### config.mk
export PLATFORM = sky130hd
export DESIGN_NAME = rvm_front
export DESIGN_NICKNAME = d
export VERILOG_FILES = /design/src/hdl/resampling_voice_mixer_unit_assert.svh /design/src/hdl/rvm_pkg.sv /design/src/hdl/rvm_front.sv
export SDC_FILE = /design/constraint.sdc
export NUM_CORES = 1
export LEC_CHECK = 0
export BUFFER_PORTS_ARGS = -buffer_cell sky130_fd_sc_hd__buf_2
export CELL_PAD_IN_SITES_DETAIL_PLACEMENT = 1
export CELL_PAD_IN_SITES_GLOBAL_PLACEMENT = 2
export CORE_MARGIN = 2
export CORE_UTILIZATION = 38
export CTS_CLUSTER_DIAMETER = 120
export CTS_CLUSTER_SIZE = 16
export DETAILED_ROUTE_END_ITERATION = 8
export PLACE_DENSITY_LB_ADDON = 0.25
export SETUP_SLACK_MARGIN = 0.4
export SYNTH_ARGS = -nofsm -noshare
export SYNTH_HDL_FRONTEND = slang
export SYNTH_SLANG_ARGS = --single-unit
export TNS_END_PERCENT = 20
### constraint.sdc
create_clock -name clk_i -period 5.7 [get_ports clk_i]
set_clock_uncertainty 0.1 [all_clocks]
set_input_delay 0.57 -clock clk_i [delete_from_list [all_inputs] [get_ports clk_i]]
set_output_delay 0.57 -clock clk_i [all_outputs]
set_load 0.03 [all_outputs]
### src/hdl/resampling_voice_mixer_unit_assert.svh
// assertion macros shared by the voice mixer
`ifndef RESAMPLING_VOICE_MIXER_UNIT_ASSERT_SVH
`define RESAMPLING_VOICE_MIXER_UNIT_ASSERT_SVH

// cond and expr in the same cycle
`define RVM_ASSERT_NOW(label, clk, rst_n, cond, expr) \
  label: assert property (@(posedge clk) disable iff (!rst_n) (cond) |-> (expr)) \
    else $error("voice mixer assertion failed");

// expr in the cycle after cond
`define RVM_ASSERT_NEXT(label, clk, rst_n, cond, expr) \
  label: assert property (@(posedge clk) disable iff (!rst_n) (cond) |=> (expr)) \
    else $error("voice mixer assertion failed");

`endif

### src/hdl/rvm_pkg.sv
package rvm_pkg;

  localparam int RVM_SAMPLE_DEPTH = 65536;
  localparam int RVM_FRAC_BITS    = 16;
  localparam int STEP_W           = 24;
  localparam int CFG_DATA_W       = 24;

  localparam logic [16:0] UNITY_GAIN = 17'h10000;
  localparam logic signed [7:0] PAN_LIMIT = 8'sd100;

  // func codes of an input word
  localparam logic [2:0] FUNC_WRITE = 3'd0;
  localparam logic [2:0] FUNC_FRAME = 3'd1;
  localparam logic [2:0] FUNC_START = 3'd2;
  localparam logic [2:0] FUNC_STOP  = 3'd3;
  localparam logic [2:0] FUNC_SEEK  = 3'd4;

  // configuration register indexes
  localparam logic [1:0] CFG_STEP_RATE = 2'd0;
  localparam logic [1:0] CFG_VOLUME    = 2'd1;
  localparam logic [1:0] CFG_PAN       = 2'd2;
  localparam logic [1:0] CFG_LENGTH    = 2'd3;

  typedef struct packed {
    logic [2:0]         func;
    logic [15:0]        sample_address;
    logic signed [15:0] sample_value;
    logic [15:0]        seek_position;
    logic signed [15:0] mix_in_left;
    logic signed [15:0] mix_in_right;
    logic               freeze;
  } in_item_t;

  typedef struct packed {
    logic signed [15:0] mix_out_left;
    logic signed [15:0] mix_out_right;
    logic               is_playing;
    logic [16:0]        position_index;
  } out_item_t;

  typedef enum logic [2:0] {
    CMD_NOP,
    CMD_WRITE,
    CMD_FRAME,
    CMD_START,
    CMD_STOP,
    CMD_SEEK
  } cmd_e;

  typedef struct packed {
    cmd_e               cmd;
    logic [15:0]        sample_address;
    logic signed [15:0] sample_value;
    logic [15:0]        seek_position;
    logic signed [15:0] mix_in_left;
    logic signed [15:0] mix_in_right;
  } cmd_item_t;

  typedef struct packed {
    logic pop;
    logic busy;
  } bk_status_t;

  typedef struct packed {
    logic [STEP_W-1:0] step_rate;
    logic [16:0]       volume;
    logic [16:0]       gain;
    logic              far_left;
  } voice_cfg_t;

  typedef logic [16:0] gain_table_t [0:100];

  // far side gain in Q1.16 for each pan magnitude
  function automatic gain_table_t build_gain_table();
    gain_table_t t;
    for (int i = 0; i <= 100; i++) begin
      t[i] = 17'(((100 - i) * 65536) / 100);
    end
    return t;
  endfunction

  localparam gain_table_t GAIN_TABLE = build_gain_table();

endpackage

### src/hdl/rvm_front.sv
module rvm_front #(
  parameter int SAMPLE_DEPTH = rvm_pkg::RVM_SAMPLE_DEPTH
) (
  input  logic                clk_i,
  input  logic                rst_ni,
  input  logic                in_valid_i,
  output logic                in_stall_o,
  input  rvm_pkg::in_item_t   in_data_i,
  input  rvm_pkg::bk_status_t status_i,
  output logic                q_valid_o,
  output rvm_pkg::cmd_item_t  q_item_o
);
  import rvm_pkg::*;

  localparam int QDepth = 2;

  cmd_item_t  ent_q [QDepth];
  logic       wr_ptr_q, rd_ptr_q;
  logic [1:0] cnt_q;
  logic       push;
  cmd_item_t  cls;

  assign in_stall_o = (cnt_q == 2'(QDepth));
  assign push       = in_valid_i && !in_stall_o;
  assign q_valid_o  = (cnt_q != 2'd0);
  assign q_item_o   = ent_q[rd_ptr_q];

  // decode func into a command for the back end
  always_comb begin
    cls.sample_address = in_data_i.sample_address;
    cls.sample_value   = in_data_i.sample_value;
    cls.seek_position  = in_data_i.seek_position;
    cls.mix_in_left    = in_data_i.mix_in_left;
    cls.mix_in_right   = in_data_i.mix_in_right;
    case (in_data_i.func)
      FUNC_WRITE: begin
        cls.cmd = (32'(in_data_i.sample_address) < 32'(SAMPLE_DEPTH)) ? CMD_WRITE : CMD_NOP;
      end
      FUNC_FRAME: cls.cmd = in_data_i.freeze ? CMD_NOP : CMD_FRAME;
      FUNC_START: cls.cmd = CMD_START;
      FUNC_STOP:  cls.cmd = CMD_STOP;
      FUNC_SEEK:  cls.cmd = CMD_SEEK;
      default:    cls.cmd = CMD_NOP;
    endcase
  end

  always_ff @(posedge clk_i or negedge rst_ni) begin
    if (!rst_ni) begin
      wr_ptr_q <= 1'b0;
      rd_ptr_q <= 1'b0;
      cnt_q    <= 2'd0;
    end else begin
      if (push) begin
        wr_ptr_q <= wr_ptr_q + 1'b1;
      end
      if (status_i.pop) begin
        rd_ptr_q <= rd_ptr_q + 1'b1;
      end
      cnt_q <= cnt_q + 2'(push) - 2'(status_i.pop);
    end
  end

  always_ff @(posedge clk_i) begin
    if (push) begin
      ent_q[wr_ptr_q] <= cls;
    end
  end

endmodule

### Word-level counts from Yosys, hierarchy flattened

Memories as Yosys holds them, arrays and structs flattened.
Index checks and enable logic that the tools add are counted.

| cells by class | value |
|---|---|
| mux-type cells | 4 |
| add/sub/neg operators | 4 |
| reduce and logical (&&, ||, !) cells | 4 |
| eq/ne operators | 5 |

Operators with widths:

| operator | count |
|---|---|
| 3-bit one-hot mux with 5 select lines | 1 |
| 3-bit by 2-bit == test with 1-bit output (second input constant) | 2 |
| 3-bit by 1-bit == test with 1-bit output (second input constant) | 1 |
| 3-bit == test (second input constant) | 1 |
| 3-bit logical NOT | 1 |
| 1-bit adder (second input constant) | 2 |
| 2-bit by 1-bit adder with 2-bit output | 1 |
| 2-bit == test (second input constant) | 1 |
| 1-bit 2-to-1 mux | 2 |
| 2-bit 2-to-1 mux | 1 |
| 2-bit nonzero test | 1 |
| 2-bit by 1-bit subtractor with 2-bit output | 1 |
| 1-bit logical AND | 1 |
| 1-bit logical NOT | 1 |

| word-level totals | value |
|---|---|
| output and inout port bits | 85 |
| input bits | 89 |
| memory bits (writable) | 166 |
| flip-flop bits (word level) | 4 |
| logic and storage cells | 21 |
| memories kept | 1 |

Memories:

| memory | depth | width | rd ports | clocked after Yosys merged registers in | wr ports | line | text |
|---|---|---|---|---|---|---|---|
| ent_q | 2 | 83 | 1 | 0 | 1 | rvm_front.sv:17 | `cmd_item_t ent_q [QDepth];` |

### Longest topological paths before layout

| logic depth | value |
|---|---|
| word-level depth | 5 |
| depth in mapped cells | 7 |
| mapped depth without buffers | 7 |

### Least setup slack after synthesis

No wires, ideal clock.

| path | value |
|---|---|
| path kind | input to register |
| start | input port in_valid_i |
| end | memory ent_q[0][0] (netlist bit) (enable) |
| setup time | 0.525 ns |
| stages on the path | 2 |
| setup slack | 0.951 ns |
| arrival time | 4.124 ns |
| required time | 5.075 ns |
| cell sequence | nand2_1 > nor2_1 |

| between the ends | value |
|---|---|
| longest elaborated chain between the ends | 3 |

RTL lines:

| item | line | text |
|---|---|---|
| start: declaration | rvm_front.sv:6 | `input logic in_valid_i,` |
| 1-bit logical AND | rvm_front.sv:24 | `assign push = in_valid_i && !in_stall_o;` |
| 1-bit 2-to-1 mux | rvm_front.sv:64 | `if (push) begin` |
| 1-bit 2-to-1 mux (implied by the code) | rvm_front.sv:65 | `ent_q[wr_ptr_q] <= cls;` |
| end: declaration | rvm_front.sv:17 |  |

Every way passes these cells.

==> load_flow_metrics.sql <==
INSERT INTO impl_metrics (metric_group, metric, value, unit) VALUES
('status', 'result_of_the_run', 'finished, final reports clean', ''),
('clocking', 'cts_inserted_buffers', '17', ''),
('grt', 'number_of_global_route_vias_before_repair', '3541', ''),
('sta', 'timing.fmax', '300', 'MHz'),
('hold_path', 'holdCritPathClass', 'in2reg', ''),
('setup_path', 'cp_data_arrival_time', '2.66', 'ns'),
('final_layout', 'final_layout_size_suffix_gt1_share', '59.0', '%'),
('setup_path', 'reg2reg_from', 'cnt_q[0]$_DFF_PN0_', ''),
('setup_path', 'path_class', 'reg2out', ''),
('clocking', 'cts.root.buffer_cell', 'sky130_fd_sc_hd__clkbuf_16', ''),
('grt', 'grt-ovfl-total', '0', ''),
('clocking', 'clock_sinks', '170', ''),
('sta', 'finalSetupViolCount', '0', ''),
('setup_path', 'timing.critical_path.from', 'rd_ptr_q$_DFFE_PN0P_', ''),
('yosys', 'yosysWarningCount', '0', ''),
('routing', 'wl_per_cell', '16.8', 'um'),
('sta', 'tightest_slew', '0.997', 'ns'),
('pwr', 'ir_worst_vdd', '262', 'uV'),
('routing', 'final_antenna_net_count', '0', ''),
('yosys', 'netlist.top_cell.by_area', 'sky130_fd_sc_hd__edfxtp_1', ''),
('setup_path', 'setup.worst_path.end', 'q_item_o[66]', ''),
('setup_path', 'timing.critical_path.required', '5.03', 'ns'),
('pwr', 'clockPowerShare', '22.8', '%'),
('clocking', 'h-tree-depth', '4', ''),
('routing', 'vias_per_cell', '4.55', ''),
('sta', 'grt_setup_unrepaired', 'no', ''),
('pwr', 'power.switching', '1.59', 'mW'),
('clocking', 'clk_transition_reported_paths', '0.06', 'ns'),
('yosys', 'synth-seq-area-share', '78.6', '%'),
('routing', 'detail_route.wirelength', '11800', 'um'),
('yosys', 'postSynthAreaPerCell', '22.8', 'um2'),
('setup_path', 'rrSetupSlack', '3.17', 'ns'),
('grt', 'grt_first_pass_wirelength', '18500', 'um'),
('sta', 'final.hold.worst_slack', '0.235', 'ns'),
('sta', 'final.period_utilization', '58.5', '%'),
('setup_path', 'worstReg2RegEnd', 'ent_q[0][43]$_DFFE_PP_', ''),
('final_layout', 'n_fill_cell', '1607', ''),
('routing', 'detailedRoute.firstPassIterationCount', '4', ''),
('final_layout', 'layout-area-overhead-vs-synth', '25.0', '%'),
('pwr', 'p_leak', '3.19', 'nW'),
('clocking', 'tritoncts_clock_tree', 'done', ''),
('yosys', 'synth_fp_nets', '375', ''),
('pwr', 'power-per-cell-area', '561', 'nW/um2'),
('routing', 'via_count', '3202', ''),
('floorplanning', 'fp-row-count', '47', ''),
('yosys', 'synth.cell_area', '6470', 'um2'),
('placement', 'routabilityCongestion', '0.769', ''),
('grt', 'grt_max_degree', '65', ''),
('clocking', 'clock_insertion_delay_worst_skew', '0.42', 'ns'),
('clocking', 'cts_max_path_buffers', '2', ''),
('floorplanning', 'start_util', '39.0', '%'),
('yosys', 'synth_area_leaders', 'sky130_fd_sc_hd__edfxtp_1 (77%), sky130_fd_sc_hd__mux2_4 (14%), sky130_fd_sc_hd__mux2_2 (4.0%), sky130_fd_sc_hd__dfrtp_1 (1.5%), sky130_fd_sc_hd__buf_6 (1.2%)', ''),
('placement', 'io_buffers', '172', ''),
('setup_path', 'reg2regPathDepth', '4', ''),
('setup_path', 'critPathMaxFanout', '58', ''),
('floorplanning', 'overall_die_area', '18100', 'um2'),
('setup_path', 'setup.worst_path.end_class', 'primary output', ''),
('sta', 'report.final.hold_viol_count', '0', ''),
('floorplanning', 'floorplan.core_area', '16600', 'um2'),
('job', 'number_of_max_cap_violations', '0', ''),
('yosys', 'fraction_of_synthesized_cell_area_taken_by_the_top_area_cell_type', '77.1', '%'),
('sta', 'finalSetupTns', '0', 'ns'),
('grt', 'global_route_usage_over_all_layers', '13.6', '%'),
('routing', 'initialDrtViolationCount', '146', ''),
('placement', 'placed_cells', '670', ''),
('routing', 'route.detailed.drc', '0', ''),
('yosys', 'synth_seq_cells', '170', ''),
('pwr', 'power.share.switching', '35.0', '%'),
('sta', 'slew-limit-headroom', '33.6', '%'),
('grt', 'number_of_antenna_violations_at_the_first_check_in_global_routing', '1', ''),
('pwr', 'p_seq_share', '41.6', '%');
[placed cells by master, fill, tap and decap left out]
cell / Yosys / routed
sky130_fd_sc_hd__inv_1: 3 / 3
sky130_fd_sc_hd__nor3b_1: 1 / 1
sky130_fd_sc_hd__clkinv_4: 0 / 1
sky130_fd_sc_hd__mux2_4: 60 / 60
sky130_fd_sc_hd__edfxtp_1: 166 / 166
sky130_fd_sc_hd__nand2b_1: 1 / 1
sky130_fd_sc_hd__clkbuf_16: 0 / 17
sky130_fd_sc_hd__dfrtp_4: 0 / 1
sky130_fd_sc_hd__clkinvlp_4: 0 / 2
sky130_fd_sc_hd__mux2_2: 23 / 23
sky130_fd_sc_hd__clkinv_2: 0 / 2
sky130_fd_sc_hd__buf_4: 0 / 3
sky130_fd_sc_hd__bufinv_16: 0 / 1
sky130_fd_sc_hd__or2_2: 1 / 1
sky130_fd_sc_hd__clkbuf_1: 0 / 6
sky130_fd_sc_hd__clkinv_1: 0 / 3
sky130_fd_sc_hd__dfrtp_1: 4 / 3
sky130_fd_sc_hd__nand2_1: 3 / 3
sky130_fd_sc_hd__nor2_1: 3 / 2
sky130_fd_sc_hd__xnor2_1: 3 / 3
sky130_fd_sc_hd__dlygate4sd3_1: 0 / 1
sky130_fd_sc_hd__o21ai_0: 1 / 1
sky130_fd_sc_hd__xor2_1: 1 / 1
sky130_fd_sc_hd__buf_2: 2 / 172
sky130_fd_sc_hd__ha_1: 2 / 2
sky130_fd_sc_hd__nor2_4: 0 / 1
sky130_fd_sc_hd__and3_4: 0 / 1
sky130_fd_sc_hd__a21oi_1: 2 / 2
[metrics by stage]
stage          area, um2  util (%)  worst slack, ns  power [mW]
2_1_floorplan       6470         -            0.951        3.17
3_3_place_gp        7550      45.6             2.75        3.54
3_5_place_dp        7550      45.6             2.74        3.57
4_1_cts             8090      48.8             2.28        4.61
5_1_grt             8090      48.8             2.21        4.75
6_report            8090      48.8             2.37        4.53
[sequential cells by signal, summed over array words and instances (netlist names)]
register / flops
rd_ptr_q: 1
cnt_q: 2
ent_q: 166
wr_ptr_q: 1
[metal layers]
| metal | GRT usage [%] | up-vias | part of all wire (%) | wire length, um |
|---|---|---|---|---|
| li1 | - | 1485 | - | - |
| met5 | 0 | - | 0.11 | 13 |
| met4 | 5.61 | 2 | 1.7 | 197 |
| met2 | 22.6 | 123 | 49 | 5830 |
| met3 | 6.42 | 17 | 9.2 | 1090 |
| met1 | 15.1 | 1575 | 40 | 4660 |
[power by group through the flow]
stage          registers (mW)  clock network [mW]  logic (mW)
2_1_floorplan            1.81                   0        1.36
6_report                 1.88                1.03        1.62
3_5_place_dp             1.92                   0        1.65
5_1_grt                  1.92                1.11        1.71
3_3_place_gp             1.90                   0        1.64
4_1_cts                  1.90                1.07        1.65
[cell usage after synthesis (all sizes together)]
master,number
nand2b,1
buf,9
xnor2,3
or2,1
dfrtp,4
and3,1
inv,3
o21ai,1
edfxtp,166
xor2,1
nor3b,1
nand2,3
nor2,3
mux2,83
a21oi,2
ha,2
[final cells by class]
class / instances / area share, %
sequential: 170 / 62.9
tap: 220 / 3.40
inverter: 3 / 0.139
clock inverter: 9 / 0.928
multi-input combinational: 102 / 16.0
clock buffer: 23 / 5.54
timing repair buffer: 176 / 11.0
[worst max-delay path, stage by stage (launching register included)]
cell                      delay [ns]
sky130_fd_sc_hd__dfrtp_4        1.09
sky130_fd_sc_hd__buf_4          0.58
sky130_fd_sc_hd__mux2_4         0.34
sky130_fd_sc_hd__buf_2          0.18
[worst min-delay path by stage]
stage                     cells after the start  slack (ns)     startpoint                endpoint
after floorplan                               0        0.17         rst_ni      cnt_q[0]$_DFF_PN0_
after global placement                        1        0.28         rst_ni    wr_ptr_q$_DFFE_PN0P_
after detailed placement                      1        0.28         rst_ni    wr_ptr_q$_DFFE_PN0P_
after CTS                                     1        0.21  in_data_i[53]  ent_q[0][52]$_DFFE_PP_
after global routing                          1        0.22  in_data_i[31]  ent_q[0][30]$_DFFE_PP_
final                                         1        0.24   in_data_i[8]   ent_q[0][7]$_DFFE_PP_
[timing repair]
action / 4_1_cts / 5_1_grt
setup buffers: 0 / 0
gates resized for setup: 0 / 0
hold buffers: 1 / 0
endpoints found under the hold margin: 4 / 0
[cell families after synthesis]
logic type / Yosys count / share of synthesized area [%]
adders and majority gates: 2 / 0.387
DFF: 170 / 78.6
muxes: 83 / 17.9
AOI/OAI and AO/OA: 3 / 0.232
and+or+nand+nor: 10 / 0.755
buffers and inverters: 12 / 1.55
xor gates and xnor gates: 4 / 0.542
Note: power is estimated with default switching activity, not from simulation.
